### src/sv/bcvs_pkg.sv
// Shared types, constants and helper functions for the Bezier value and slope block.
package bcvs_pkg;

  // Number of control point registers and their width
  localparam int NUM_POINTS = 8;
  localparam int CP_W       = 32;
  localparam int CFG_IDX_W  = 3;

  // Phase and power format: unsigned Q1.16
  localparam int PW = 17;
  localparam logic [PW-1:0] ONE = 17'h10000;

  // Weighted basis: Q1.16 basis times an 8-bit integer weight
  localparam int WGT_W = 8;
  localparam int W_W   = PW + WGT_W;

  // Exact term sums (Q.32) and rounded results (Q15.16)
  localparam int ACC_W = 60;
  localparam int RES_W = 32;
  localparam logic signed [RES_W-1:0] RES_MAX = {1'b0, {(RES_W-1){1'b1}}};
  localparam logic signed [RES_W-1:0] RES_MIN = {1'b1, {(RES_W-1){1'b0}}};

  typedef logic [PW-1:0]                 pow_t;
  typedef pow_t [NUM_POINTS-1:0]         pow_vec_t;
  typedef logic signed [ACC_W-1:0]       acc_t;
  typedef acc_t [NUM_POINTS-1:0]         acc_vec_t;
  typedef logic signed [CP_W-1:0]        cp_t;
  typedef logic signed [RES_W-1:0]       res_t;

  // Q1.16 times Q1.16, rounded half up back to Q1.16
  function automatic pow_t q16_mul(pow_t a, pow_t b);
    logic [2*PW-1:0] p;
    p = {{PW{1'b0}}, a} * {{PW{1'b0}}, b} + (2*PW)'(32'h8000);
    return p[PW+15:16];
  endfunction

  // Binomial coefficient from Pascal's triangle, for elaboration only
  function automatic int binom(int n, int k);
    int row [NUM_POINTS];
    int i;
    int j;
    for (i = 0; i < NUM_POINTS; i++) row[i] = 0;
    row[0] = 1;
    for (i = 1; i <= n; i++) begin
      for (j = i; j >= 1; j--) begin
        row[j] = row[j] + row[j-1];
      end
    end
    return row[k];
  endfunction

endpackage

### src/sv/bcvs_pow_cell.sv
// One cell of the power chain: adds s^K and t^K to the vectors it passes on.
module bcvs_pow_cell #(
  parameter int K = 2
) (
  input  logic               clk,
  input  logic               rst_n,
  input  logic               in_valid,
  input  bcvs_pkg::pow_vec_t sp_in,
  input  bcvs_pkg::pow_vec_t tp_in,
  output logic               out_valid,
  output bcvs_pkg::pow_vec_t sp_out,
  output bcvs_pkg::pow_vec_t tp_out
);
  import bcvs_pkg::*;

  logic     valid_r;
  pow_vec_t sp_r, sp_nxt;
  pow_vec_t tp_r, tp_nxt;

  // Next power from the previous one; entry 1 holds s and t themselves
  always_comb begin
    sp_nxt    = sp_in;
    tp_nxt    = tp_in;
    sp_nxt[K] = q16_mul(sp_in[K-1], sp_in[1]);
    tp_nxt[K] = q16_mul(tp_in[K-1], tp_in[1]);
  end

  // Beat valid
  always_ff @(posedge clk) begin
    if (!rst_n) begin
      valid_r <= 1'b0;
    end else begin
      valid_r <= in_valid;
    end
  end

  // Payload
  always_ff @(posedge clk) begin
    sp_r <= sp_nxt;
    tp_r <= tp_nxt;
  end

  assign out_valid = valid_r;
  assign sp_out    = sp_r;
  assign tp_out    = tp_r;

  // Powers never grow along the chain
  a_pow_monotone: assert property (@(posedge clk) disable iff (!rst_n)
    valid_r |-> (sp_r[K] <= sp_r[K-1]) && (tp_r[K] <= tp_r[K-1]))
    else $error("power grew along the chain");

  // s and t travel intact and still add up to one
  a_st_sum: assert property (@(posedge clk) disable iff (!rst_n)
    valid_r |-> (PW+1)'(sp_r[1]) + (PW+1)'(tp_r[1]) == (PW+1)'(ONE))
    else $error("s and t lost in the chain");

endmodule

### config.mk
export PLATFORM = sky130hd
export DESIGN_NAME = bcvs_pow_cell
export DESIGN_NICKNAME = d
export VERILOG_FILES = /design/src/sv/bcvs_pkg.sv /design/src/sv/bcvs_pow_cell.sv
export SDC_FILE = /design/constraint.sdc
export NUM_CORES = 1
export LEC_CHECK = 0
export BUFFER_PORTS_ARGS = -buffer_cell sky130_fd_sc_hd__clkbuf_2
export CAP_MARGIN = 0
export CORE_ASPECT_RATIO = 0.6
export CORE_UTILIZATION = 50
export DETAILED_ROUTE_END_ITERATION = 12
export HOLD_SLACK_MARGIN = 0.12
export PLACE_DENSITY = 0.74
export SLEW_MARGIN = 10
export SYNTH_ARGS = -nofsm -noshare
export SYNTH_HDL_FRONTEND = slang
export SYNTH_SLANG_ARGS = --single-unit
### constraint.sdc
create_clock -name clk -period 14.4 [get_ports clk]
set_input_delay 0.72 -clock clk [delete_from_list [all_inputs] [get_ports clk]]
set_output_delay 0.72 -clock clk [all_outputs]
set_load 0.005 [all_outputs]
==> impl_metrics.json <==
{
  "outcome": "complete, no violations",
  "cts_hold_buffers": 0,
  "ys_seq_area_share_pct": 25.2,
  "worstPathRequired_ns": 14.83,
  "cts_setup_buffers": 0,
  "synth_adder_area_share_pct": 48.5,
  "cp_common_cell": "fa_1",
  "internal_power_uw": 3480,
  "cts_buffers": 27,
  "hold_viol": 0,
  "path_delay_family": "adder cells",
  "fmax_ghz": 0.154,
  "setup.worst_path.start_class": "input pin",
  "gp_congestion": 0.914,
  "ys_async_sr_fraction_pct": 0,
  "synth_edf_count": 0,
  "path_cells": "clkbuf_2 > inv_1 > nor2_1 > fa_1 > inv_1 > fa_1 > fa_1 > inv_1 > fa_1 > fa_1 > inv_1 > fa_1 > inv_1 > ha_1 > nand4_1 > a21oi_1 > o21ai_1 > nor4_4 > o21bai_1 > o311ai_1",
  "crit_arrival_ns": 6.93,
  "syn_avg_cell_area_sq_um": 10.5,
  "initial_core_util_pct": 51.2,
  "rsz0062_at_grt": "no",
  "post_cts_resized": 0,
  "num_vias": 15600,
  "syn_inst": 2069,
  "ctsRootBufferMaster": "clkbuf_16",
  "coreArea_sq_um": 42300,
  "drtPass1Iterations": 5,
  "die-area_sq_um": 44200,
  "cp_max_fo": 18,
  "fp-row-count": 58,
  "synth_seq_cells": 273,
  "grt_pass1_vias": 16900,
  "ant_nets": 0,
  "critical-path-slowest-cell": "nor4_4",
  "period_share_pct": 45.1,
  "die_h_um": 163,
  "drive_above_1_share_pct": 22.4,
  "dp_hpwl_mm": 46.0,
  "hold_ws_ns": 0.230,
  "avgViaCountPerCell": 4.92,
  "finalSetupViolations": 0,
  "cts_sinks": 273,
  "synth-simple-area-share_pct": 9.44,
  "synth.distinct_cells": 65,
  "h-tree-depth": 1,
  "pwr-share-clk_pct": 10.4,
  "synth_xor_area_share_pct": 1.90,
  "pin_count": 548,
  "power_leakage_uw": 0.0142,
  "cp-end-kind": "flip-flop",
  "power.density_nw_per_um2": 272,
  "power_switching_uw": 3530,
  "grt_usage_pct": 25.5,
  "layout.nets": 3454,
  "die_w_um": 271,
  "port-buffer-count": 513,
  "clk_pin_slew_ns": 0.08,
  "ys.flop_type": "dfxtp_1",
  "routed_wl_mm": 54.8,
  "power_frac_comb_pct": 76.1,
  "peakVddDrop_v": 0.000220,
  "tightest_slew_ns": 0.788,
  "setup-tns-final_ns": 0,
  "wire_per_inst_um": 17.3,
  "p_sw_share_pct": 50.3,
  "synth_compound_area_share_pct": 4.63,
  "grt_pass1_wl_mm": 87.7,
  "synth_nets": 2952,
  "synth_top_family_by_area": "adder cells",
  "finalMaxSlewViolations": 0,
  "post-route-min-period_ns": 6.50,
  "p_seq_share_pct": 13.5,
  "maxSlewHeadroom_pct": 46.9,
  "grt-ovfl-total": 0,
  "path_buf_inv": 6,
  "worstSetupPathType": "input pin to flip-flop",
  "grt_max_degree": 21,
  "worstHoldPathType": "input pin to flip-flop",
  "synth_warnings": 0,
  "antenna_found_initial": 5,
  "cts_tree": "yes",
  "syn_to_final_growth_pct": 18.7,
  "drc": 0,
  "cts_buffer_depth": 3,
  "drv_cap": 0,
  "drt-initial-drc-count": 814,
  "critPathMaxStageDelay_ns": 0.55,
  "syn_area_sq_um": 21700,
  "fillers": 3457,
  "synth_mux_area_share_pct": 0.196
}
## per-stage QoR
step	instance area [sq um]	total power, uW	worst slack [ns]	std cells	utilization (%)
2_1_floorplan	21700	4850	8.27	2069	-
3_3_place_gp	24800	6100	7.56	3112	58.6
3_5_place_dp	24800	6220	7.48	3112	58.6
4_1_cts	25700	7020	8.06	3161	60.8
5_1_grt	25700	7800	7.71	3161	60.8
6_report	25700	7000	7.90	3163	60.8
## sequential cells by signal, summed over array words and instances, names as in the netlist
signal     flops
sp_out       136
tp_out       136
out_valid      1
## placed cells by master, fill, tap and decap left out, types with 3 or more instances in the layout
cell	instances
ha_1	222
nand4_1	3
nor3_1	12
inv_6	6
inv_1	546
o211ai_1	8
and2_1	133
o21a_1	3
a21o_1	17
nand2_1	158
a211oi_1	6
xnor2_1	29
or3_1	3
a2111oi_0	3
a21oi_1	43
o21ai_1	4
nand2b_1	6
clkbuf_16	27
o21ai_0	27
xor2_1	18
nand3_1	9
clkinvlp_4	3
o31ai_1	3
clkinv_2	3
a311oi_1	3
nor2b_1	10
dfxtp_1	273
and3_1	5
o211a_1	3
nand4b_1	5
clkbuf_2	513
fa_1	386
or2_2	7
clkinv_4	3
nor2_1	40
## path summary, 6_finish.rpt
kind                        from                  end  slack (ns)  depth (start not counted)
worst min-delay path  sp_in[122]  sp_out[122]$_DFF_P_        0.23                          1
worst max-delay path   tp_in[20]   tp_out[49]$_DFF_P_        7.90                         20
## area by class of cell
class	instances	area (sq um)	share of cell area, %
Sequential cell	273	5470	21.3
Clock buffer	30	697	2.71
Antenna cell	2	5.00	0.0195
Clock inverter	19	213	0.827
Multi-Input combinational cell	1210	14000	54.5
Tap cell	570	713	2.77
Inverter	546	2050	7.97
Timing Repair Buffer	513	2570	9.98
## power by group through the flow
stage | sequential (uW) | clock (uW) | combinational (uW)
floorplan | 956 | 0 | 3900
global placement | 961 | 0 | 5140
detailed placement | 963 | 0 | 5260
CTS | 947 | 750 | 5320
global route | 951 | 778 | 6070
finish | 944 | 729 | 5330
## synth_stat cells (4+ instances only)
| master | count | area, sq um |
|---|---|---|
| xnor2_1 | 29 | 254 |
| nor3_1 | 12 | 60.1 |
| o211ai_1 | 8 | 60.1 |
| o21ai_0 | 27 | 135 |
| fa_1 | 386 | 7730 |
| a21oi_1 | 43 | 215 |
| or2_2 | 7 | 43.8 |
| clkbuf_1 | 38 | 143 |
| nor2_1 | 40 | 150 |
| nand2_1 | 158 | 593 |
| nand3_1 | 9 | 45.0 |
| a211oi_1 | 6 | 45.0 |
| and2_1 | 133 | 832 |
| nand4b_1 | 5 | 43.8 |
| nand2b_1 | 6 | 37.5 |
| dfxtp_1 | 273 | 5470 |
| and3_1 | 5 | 31.3 |
| a21o_1 | 17 | 128 |
| o21ai_1 | 4 | 20.0 |
| xor2_1 | 18 | 158 |
| ha_1 | 222 | 2780 |
| nor2b_1 | 10 | 62.6 |
| inv_1 | 546 | 2050 |
## cell families (layout without fill, tap and decap cells)
logic type | after synthesis | in the layout
other | 0 | 2
and+or+nand+nor | 402 | 402
buffers and inverters | 586 | 1108
DFF | 273 | 273
AOI/OAI and AO/OA | 149 | 149
adders and majority gates | 608 | 608
muxes | 4 | 4
xor gates and xnor gates | 47 | 47
## routing by layer
layer | up-vias | track usage, % | wire length (um)
met5 | - | 0 | 34
met4 | 6 | 7.01 | 1430
met3 | 93 | 7.48 | 5070
met2 | 614 | 40.0 | 24800
met1 | 7655 | 34.6 | 23500
li1 | 7204 | - | -
Power figures use the tool's default switching activity.
