==> src/sv/bcvs_pkg.sv <==
// Shared types, constants and helper functions for the Bezier value and slope block.
package bcvs_pkg;

  // Number of control point registers and their width
  localparam int NUM_POINTS = 8;
  localparam int CP_W       = 32;
  localparam int CFG_IDX_W  = 3;

  // Phase and power format: unsigned Q1.16
  localparam int PW = 17;
  localparam logic [PW-1:0] ONE = 17'h10000;

  // Weighted basis: Q1.16 basis times an 8-bit integer weight
  localparam int WGT_W = 8;
  localparam int W_W   = PW + WGT_W;

  // Exact term sums (Q.32) and rounded results (Q15.16)
  localparam int ACC_W = 60;
  localparam int RES_W = 32;
  localparam logic signed [RES_W-1:0] RES_MAX = {1'b0, {(RES_W-1){1'b1}}};
  localparam logic signed [RES_W-1:0] RES_MIN = {1'b1, {(RES_W-1){1'b0}}};

  typedef logic [PW-1:0]                 pow_t;
  typedef pow_t [NUM_POINTS-1:0]         pow_vec_t;
  typedef logic signed [ACC_W-1:0]       acc_t;
  typedef acc_t [NUM_POINTS-1:0]         acc_vec_t;
  typedef logic signed [CP_W-1:0]        cp_t;
  typedef logic signed [RES_W-1:0]       res_t;

  // Q1.16 times Q1.16, rounded half up back to Q1.16
  function automatic pow_t q16_mul(pow_t a, pow_t b);
    logic [2*PW-1:0] p;
    p = {{PW{1'b0}}, a} * {{PW{1'b0}}, b} + (2*PW)'(32'h8000);
    return p[PW+15:16];
  endfunction

  // Binomial coefficient from Pascal's triangle, for elaboration only
  function automatic int binom(int n, int k);
    int row [NUM_POINTS];
    int i;
    int j;
    for (i = 0; i < NUM_POINTS; i++) row[i] = 0;
    row[0] = 1;
    for (i = 1; i <= n; i++) begin
      for (j = i; j >= 1; j--) begin
        row[j] = row[j] + row[j-1];
      end
    end
    return row[k];
  endfunction

endpackage

==> src/sv/bcvs_sum.sv <==
// Registered adder tree over the terms, then round to Q15.16 and saturate.
module bcvs_sum (
  input  logic               clk,
  input  logic               rst_n,
  input  logic               in_valid,
  input  bcvs_pkg::acc_vec_t terms,
  output logic               out_valid,
  output bcvs_pkg::res_t     result,
  output logic               sat
);
  import bcvs_pkg::*;

  logic [3:0] vld_r;
  acc_t       l1_r [4];
  acc_t       l2_r [2];
  acc_t       l3_r;
  acc_t       rnd;
  logic       fits;
  res_t       res_r, res_nxt;
  logic       sat_r, sat_nxt;

  // Valid follows the four stages
  always_ff @(posedge clk) begin
    if (!rst_n) begin
      vld_r <= '0;
    end else begin
      vld_r <= {vld_r[2:0], in_valid};
    end
  end

  // Three adder levels
  always_ff @(posedge clk) begin
    for (int i = 0; i < 4; i++) begin
      l1_r[i] <= $signed(terms[2*i]) + $signed(terms[2*i+1]);
    end
    for (int i = 0; i < 2; i++) begin
      l2_r[i] <= l1_r[2*i] + l1_r[2*i+1];
    end
    l3_r <= l2_r[0] + l2_r[1];
  end

  // Round half up, then clip to 32 bits
  always_comb begin
    rnd  = (l3_r + ACC_W'(32'sh8000)) >>> 16;
    fits = (&rnd[ACC_W-1:RES_W-1]) | ~(|rnd[ACC_W-1:RES_W-1]);
    if (fits) begin
      res_nxt = rnd[RES_W-1:0];
      sat_nxt = 1'b0;
    end else begin
      res_nxt = rnd[ACC_W-1] ? RES_MIN : RES_MAX;
      sat_nxt = 1'b1;
    end
  end

  always_ff @(posedge clk) begin
    res_r <= res_nxt;
    sat_r <= sat_nxt;
  end

  assign out_valid = vld_r[3];
  assign result    = res_r;
  assign sat       = sat_r;

  // A clipped result sits on a rail
  a_sat_rail: assert property (@(posedge clk) disable iff (!rst_n)
    (vld_r[3] && sat_r) |-> (res_r == RES_MAX || res_r == RES_MIN))
    else $error("saturation flag without a rail value");

endmodule
==> config.mk <==
export PLATFORM = sky130hd
export DESIGN_NAME = bcvs_sum
export DESIGN_NICKNAME = d
export VERILOG_FILES = /design/src/sv/bcvs_pkg.sv /design/src/sv/bcvs_sum.sv
export SDC_FILE = /design/constraint.sdc
export NUM_CORES = 1
export LEC_CHECK = 0
export BUFFER_PORTS_ARGS = -buffer_cell sky130_fd_sc_hd__buf_2
export CAP_MARGIN = 20
export CORE_ASPECT_RATIO = 1.25
export CORE_MARGIN = 3
export CORE_UTILIZATION = 39
export DETAILED_ROUTE_END_ITERATION = 7
export GPL_ROUTABILITY_DRIVEN = 1
export GPL_TIMING_DRIVEN = 0
export PLACE_DENSITY = 0.66
export SYNTH_ARGS = -nofsm -noshare
export SYNTH_HDL_FRONTEND = slang
export SYNTH_SLANG_ARGS = --single-unit
==> constraint.sdc <==
create_clock -name clk -period 7.9 [get_ports clk]
set_input_delay 1.58 -clock clk [delete_from_list [all_inputs] [get_ports clk]]
set_output_delay 1.58 -clock clk [all_outputs]
set_load 0.03 [all_outputs]
==> results of run 1 <==
## registers in the layout, indices dropped and copies added, names as in the netlist
signal	count
sat	1
result	32
l1_r	240
vld_r	4
l2_r	120
l3_r	45
## layout by cell type, fill, tap and decap left out, types with 37 or more instances in the layout
master	count
buf_2	532
a21oi_1	487
dfxtp_1	442
ha_1	413
nand2_1	302
nor2_1	277
xnor2_1	268
a21o_1	241
o21ai_0	231
xor2_1	158
clkbuf_1	133
nand4_1	110
inv_1	110
nand3_1	81
o21bai_1	72
and3_1	54
nor3_1	53
a31oi_1	49
clkbuf_16	48
a211oi_1	39
nor2b_1	37
## layer usage
layer | routed length, um | global-route usage
met5 | 0 | 0
met4 | 4040 | 0.0829
met3 | 4650 | 0.0228
met2 | 50100 | 0.409
met1 | 46900 | 0.296
## cells by family (layout without fill, tap and decap cells)
| family | count (synthesis) | count (layout) | share of synthesized area |
|---|---|---|---|
| other | 0 | 2 | 0 |
| multiplexers | 3 | 3 | 0.000920 |
| AO/OA/AOI/OAI | 1390 | 1390 | 0.269 |
| adder cells (fa/ha/maj) | 419 | 419 | 0.162 |
| flip-flops | 442 | 442 | 0.271 |
| AND/OR/NAND/NOR | 1041 | 1041 | 0.152 |
| buffers and inverters | 257 | 861 | 0.0304 |
| XOR/XNOR | 426 | 426 | 0.114 |
## through the flow
step                total power, uW  setup slack, ns  utilization  instance area (um^2)  instances
CTS                           12900             2.69        0.465                 38200       5653
global route                  13900             2.43        0.465                 38200       5653
global placement              10400             2.05        0.445                 36600       5565
floorplan                      8560             3.33            -                 32600       3978
detailed placement            10500             2.07        0.445                 36600       5567
finish                        12900             2.56        0.465                 38200       5655
## final cells by class
class | count | area (um^2)
antenna | 2 | 5.00
inverter | 110 | 413
timing repair buffer | 518 | 2590
clock buffer | 62 | 1320
buffer | 147 | 581
fill | 8185 | 43900
multi-input combinational | 3279 | 22800
sequential | 442 | 8850
tap | 1071 | 1340
clock inverter | 24 | 315
## critical path, delay by kind of cell
| kind | cells | cell delay [ns] |
|---|---|---|
| adder cells (fa/ha/maj) | 2 | 0.66 |
| AO/OA/AOI/OAI | 9 | 3.20 |
| XOR/XNOR | 1 | 0.16 |
| buffers and inverters | 1 | 0.10 |
| AND/OR/NAND/NOR | 1 | 0.11 |
## final timing paths
kind,endpoint,slack [ns]
setup / recovery,l1_r[3][54]$_DFF_P_,2.56
setup reg to reg,l2_r[0][118]$_DFF_P_,3.73
hold reg to reg,l2_r[0][0]$_DFF_P_,0.44
hold / removal,l2_r[0][0]$_DFF_P_,0.44
## power by group through the flow
stage / combinational, uW / clock, uW / sequential, uW
finish: 6920 / 2330 / 3610
global route: 7700 / 2480 / 3700
CTS: 6880 / 2390 / 3620
detailed placement: 6820 / 0 / 3660
global placement: 6780 / 0 / 3660
floorplan: 4980 / 0 / 3580
==> out/results.txt, run 1 <==
PortBufs - 516
Synth top cells by count - a21oi_1, dfxtp_1, ha_1
number of synthesized flops with an enable pin - 0
Die Height - 329 um
final hold slack - 0.443 ns
Clk pwr share - 0.181
routability cong. - 0.955
DRC Markers - 0
dpl hpwl - 89.1 mm
P_sw - 5560 uW
Yosys reg bits - 442
Worst Clk Skew - 0.0151 ns
via count - 31200
count leader, synth - a21oi_1
post-CTS resize count - 0
Starting Density - 0.397
fmax - 187 MHz
Netlist cell types - 83
Synth area leader - dfxtp_1
main flop type after synthesis - dfxtp_1
Worst EP required - 8.36 ns
vias in the first global route - 30700
slowest cell on the critical path - o311ai_0
core area - 82100 um^2
YS warnings - 0
largest net degree at the start of global routing - 16
Yosys top cell area share - 0.271
crit path kind - in2reg
post-synthesis instance area - 32600 um^2
CTS Hold Bufs - 0
crit path launch - terms[360]
Flop pwr share - 0.281
Setup violations, final - 0
TNS Setup - 0 ns
Post-Syn Instances - 3978
Lkg Pwr - 0.0176 uW
Root Driver - clkbuf_16
Mean Syn Cell Area - 8.20 um^2
layout cell share with drive strength beyond 1 - 0.141
via-per-instance ratio - 5.52
drt wl/cell - 18.7 um
Hold Vio Cnt, Final - 0
Net Sw Frac - 0.432
routed wire length - 106 mm
Post-Syn Nets - 4880
CTS tree - done
DR pass1 iterations - 6
worst slew pin tran - 1.30 ns
Hold Path Class - reg2reg
CTS buffer count - 47
# Post-CTS Setup Buffers - 0
worst reg2reg startpoint - l1_r[3][0]$_DFF_P_
Final #Nets - 5447
Async SR Flop Fraction - 0
Worst path max stage delay - 0.80 ns
fin crit period - 5.34 ns
clk slew on worst S/H paths - 0.06 ns
Area Growth Syn to Fin - 17.1%
global-route wire length before repair - 163 mm
Antenna Nets Post-Route - 0
outcome - finished, final reports clean
# clock sinks - 442
max capacitance violation total - 0
initial antenna violation count - 3
Worst slew margin - 0.136
H-tree lvl count - 2
RSZ-0062 raised after global routing - no
I/O pin count - 517
top cells by area, synth - dfxtp_1, ha_1, a21oi_1
Int Pwr - 7300 uW
power per cell area - 337 nW/um^2
Slew Limit Fails - 0
worst hold path startpoint - l1_r[0][0]$_DFF_P_
Clock Latency Late Sink - 0.59 ns
CP Launch Type - input pin
All-Layer GR Usage - 0.232
die width - 265 um
GR Overflow Total - 0
Arr. time, crit path - 5.80 ns
number of DRC markers in iteration 0 - 1846
Max FO, Critical Path - 3
CP cell instances - buf_2 -> ha_1 -> fa_1 -> a211oi_1 -> nor2_1 -> o311ai_0 -> a311oi_1 -> o211ai_1 -> a21oi_1 -> a41oi_1 -> o21ai_1 -> a221oi_2 -> o21ai_0 -> xor2_1
FF-to-FF path depth - 13
hold path cells - 1
register area share after synthesis - 0.271
Final Cycle Share - 0.676
combinational share of power - 0.538
row count - 117
Bufs on Longest Clock Path - 3
crit end category - flop
Max IR drop VDD - 163 uV
Die Area - 87200 um^2
(Power assumes the default switching activity.)
==> inputs of run 2 (changes only) <==
--- a/config.mk
+++ b/config.mk
@@ -5,6 +5,7 @@
 export SDC_FILE = /design/constraint.sdc
 export NUM_CORES = 1
 export LEC_CHECK = 0
+export ABC_AREA = 1
 export BUFFER_PORTS_ARGS = -buffer_cell sky130_fd_sc_hd__buf_2
 export CAP_MARGIN = 20
 export CORE_ASPECT_RATIO = 1.25
@@ -13,7 +14,7 @@
 export DETAILED_ROUTE_END_ITERATION = 7
 export GPL_ROUTABILITY_DRIVEN = 1
 export GPL_TIMING_DRIVEN = 0
-export PLACE_DENSITY = 0.66
+export PLACE_DENSITY = 0.65
 export SYNTH_ARGS = -nofsm -noshare
 export SYNTH_HDL_FRONTEND = slang
 export SYNTH_SLANG_ARGS = --single-unit
==> constraint.sdc (replaced) <==
create_clock -name clk -period 5.25 [get_ports clk]
set_input_delay 1.05 -clock clk [delete_from_list [all_inputs] [get_ports clk]]
set_output_delay 1.05 -clock clk [all_outputs]
set_load 0.03 [all_outputs]
==> out/results.txt, run 2 <==
count leader, synth - nand2_1 (was a21oi_1)
CTS Hold Bufs - 0 (unchanged)
Lkg Pwr - 0.0218 uW (was 0.0176 uW)
post-CTS resize count - 0 (unchanged)
Root Driver - clkbuf_16 (unchanged)
CTS buffer count - 49 (was 47)
sequential standard cell area - 8850 um^2 (unchanged)
Mean Syn Cell Area - 6.17 um^2 (was 8.20 um^2)
Clock Latency Late Sink - 0.61 ns (was 0.59 ns)
clk slew on worst S/H paths - 0.07 ns (was 0.06 ns)
Net Sw Frac - 0.515 (was 0.432)
die width - 293 um (was 265 um)
crit end category - flop (unchanged)
Worst slew margin - 0.350 (was 0.136)
PortBufs - 516 (unchanged)
top cells by area, synth - dfxtp_1, nand2_1, ha_1 (was dfxtp_1, ha_1, a21oi_1)
Netlist cell types - 36 (was 83)
Post-Syn Instances - 6529 (was 3978)
Flop pwr share - 0.242 (was 0.281)
power per cell area - 494 nW/um^2 (was 337 nW/um^2)
Bufs on Longest Clock Path - 3 (unchanged)
Starting Density - 0.394 (was 0.397)
largest register by flop count - l1_r (unchanged)
most common cell after layout, fill and taps aside - nand2_1 (was buf_2)
row count - 131 (was 117)
number of DRC markers in iteration 0 - 3410 (was 1846)
post-synthesis instance area - 40300 um^2 (was 32600 um^2)
commonest non-fill, non-tap cells in the layout - nand2_1, nor2_1, inv_1 (was buf_2, a21oi_1, dfxtp_1)
register area share after synthesis - 0.220 (was 0.271)
routed wire length - 184 mm (was 106 mm)
CTS tree - done (unchanged)
RSZ-0062 raised after global routing - no (unchanged)
Clk pwr share - 0.159 (was 0.181)
dpl hpwl - 165 mm (was 89.1 mm)
Antenna Nets Post-Route - 0 (unchanged)
routability cong. - 1.08 (was 0.955)
core area - 102000 um^2 (was 82100 um^2)
outcome - finished, violations left (was finished, final reports clean)
# Post-CTS Setup Buffers - 0 (unchanged)
Worst Clk Skew - 0.0274 ns (was 0.0151 ns)
Multi-input gate area - 28000 um^2 (was 22800 um^2)
P_sw - 11800 uW (was 5560 uW)
Fill cells - 11200 (was 8185)
I/O pin count - 517 (unchanged)
All-Layer GR Usage - 0.332 (was 0.232)
Hold Path Class - reg2reg (unchanged)
Die Height - 365 um (was 329 um)
YS warnings - 0 (unchanged)
TNS Setup - 0 ns (unchanged)
Area Growth Syn to Fin - 14.9% (was 17.1%)
GR Overflow Total - 0 (unchanged)
fin crit period - 3.58 ns
via-per-instance ratio - 5.32 (was 5.52)
combinational share of power - 0.598 (was 0.538)
vias in the first global route - 43700 (was 30700)
max capacitance violation total - 0 (unchanged)
Synth top cells by count - nand2_1, nor2_1, inv_1 (was a21oi_1, dfxtp_1, ha_1)
Post-Syn Nets - 7431 (was 4880)
Max IR drop VDD - 297 uV (was 163 uV)
Synth area leader - dfxtp_1 (unchanged)
worst slew pin tran - 0.965 ns (was 1.30 ns)
main flop type after synthesis - dfxtp_1 (unchanged)
global-route wire length before repair - 267 mm (was 163 mm)
Async SR Flop Fraction - 0 (unchanged)
Yosys top cell area share - 0.220 (was 0.271)
DRC Markers - 2 (was 0)
via count - 45100 (was 31200)
H-tree lvl count - 2 (unchanged)
top flop regs - l1_r x240, l2_r x120, l3_r x45 (unchanged)
Die Area - 107000 um^2 (was 87200 um^2)
Worst EP required - 5.75 ns (was 8.36 ns)
layout cell share with drive strength beyond 1 - 0.0883 (was 0.141)
DR pass1 iterations - 8 (was 6)
Arr. time, crit path - 4.09 ns (was 5.80 ns)
Final #Nets - 7998 (was 5447)
max reg flops - 240 (unchanged)
drt wl/cell - 21.7 um (was 18.7 um)
Slew Limit Fails - 0 (unchanged)
Setup violations, final - 0 (unchanged)
fmax - 279 MHz
CP Launch Type - input pin (unchanged)
final core occ - 0.453 (was 0.465)
largest net degree at the start of global routing - 16 (unchanged)
failing checks - DRC
Int Pwr - 11100 uW (was 7300 uW)
Final Cycle Share - 0.682
Yosys reg bits - 442 (unchanged)
number of synthesized flops with an enable pin - 0 (unchanged)
crit path kind - in2reg (unchanged)
# clock sinks - 442 (unchanged)
initial antenna violation count - 7 (was 3)
Max FO, Critical Path - 5 (was 3)
Hold Vio Cnt, Final - 0 (unchanged)
-- run 2: cell count changes in the layout (fill, tap and decap cells not counted), moves of 43 or more --
| cell | previous run | this run |
|---|---|---|
| a21o_1 | 241 | 78 |
| a21oi_1 | 487 | 530 |
| a31oi_1 | 49 | 95 |
| and3_1 | 54 | 0 |
| clkbuf_1 | 133 | 4 |
| inv_1 | 110 | 893 |
| nand2_1 | 302 | 1588 |
| nand3_1 | 81 | 365 |
| nand4_1 | 110 | 60 |
| nor2_1 | 277 | 1072 |
| nor3_1 | 53 | 97 |
| o21ai_0 | 231 | 345 |
| xnor2_1 | 268 | 69 |
| xor2_1 | 158 | 283 |
-- run 2: power by group through the flow --
stage / Sequential, uW / Combinational (uW) / Clock (uW)
2_1_floorplan: 5390 / 8550 / 0
3_3_place_gp: 5580 / 13500 / 0
6_report: 5540 / 13700 / 3650
3_5_place_dp: 5600 / 13500 / 0
4_1_cts: 5530 / 13500 / 3730
5_1_grt: 5630 / 15000 / 3860
-- run 2: kinds of logic (layout without fill, tap and decap cells) --
kind of cell	count (synthesis)	count (layout)	share of synthesized area
compound gates	1193	1193	0.165
xor+xnor	352	352	0.0765
fa+ha+maj	419	419	0.131
buf+inv	900	1508	0.0850
flops	442	442	0.220
other cells	0	5	0
simple gates	3223	3223	0.322
-- run 2: final cells by class --
| class | count | area share |
|---|---|---|
| Clock inverter | 32 | 0.00884 |
| Tap cell | 1330 | 0.0359 |
| Inverter | 894 | 0.0725 |
| Clock buffer | 60 | 0.0291 |
| Antenna cell | 5 | 0.000270 |
| Multi-Input combinational cell | 5187 | 0.605 |
| Buffer | 6 | 0.00146 |
| Timing Repair Buffer | 516 | 0.0558 |
| Sequential cell | 442 | 0.191 |
-- run 2: worst paths after layout --
kind	start	to	slack, ns	cells after the start
max	terms[2]	l1_r[0][37]$_DFF_P_	1.67	11
min	vld_r[0]$_SDFF_PN0_	vld_r[1]$_SDFF_PN0_	0.42	2
max reg2reg	l1_r[0][22]$_DFF_P_	l2_r[0][43]$_DFF_P_	1.71	10
min reg2reg	vld_r[0]$_SDFF_PN0_	vld_r[1]$_SDFF_PN0_	0.42	2
-- run 2: per-layer routing --
metal  share of wire  vias to the layer above  track usage
li1                -                    22400            -
met5               0                        -            0
met3           0.058                      336       0.0395
met1            0.42                    20800        0.406
met2            0.47                     1580        0.582
met4           0.052                        0        0.150
-- run 2: through the flow --
step / worst slack (ns) / cell area (um^2) / total power [uW] / hold slack, ns / std cells
3_3_place_gp: 1.35 / 44500 / 19100 / 0.399 / 8375
2_1_floorplan: 2.48 / 40300 / 13900 / 0.386 / 6529
3_5_place_dp: 1.24 / 44500 / 19100 / 0.405 / 8375
5_1_grt: 1.61 / 46300 / 24500 / 0.435 / 8467
4_1_cts: 1.89 / 46300 / 22800 / 0.422 / 8467
6_report: 1.67 / 46300 / 22900 / 0.417 / 8472
-- run 2: critical path, cell delays in order --
cell and delay (ns):
buf_2 0.10, ha_1 0.59, nand3_1 0.16, nand3_1 0.36
a21oi_1 0.23, o21ai_0 0.77, nand2_1 0.10, nand2_1 0.22
nand3_1 0.11, nand2_1 0.13, xor2_1 0.25
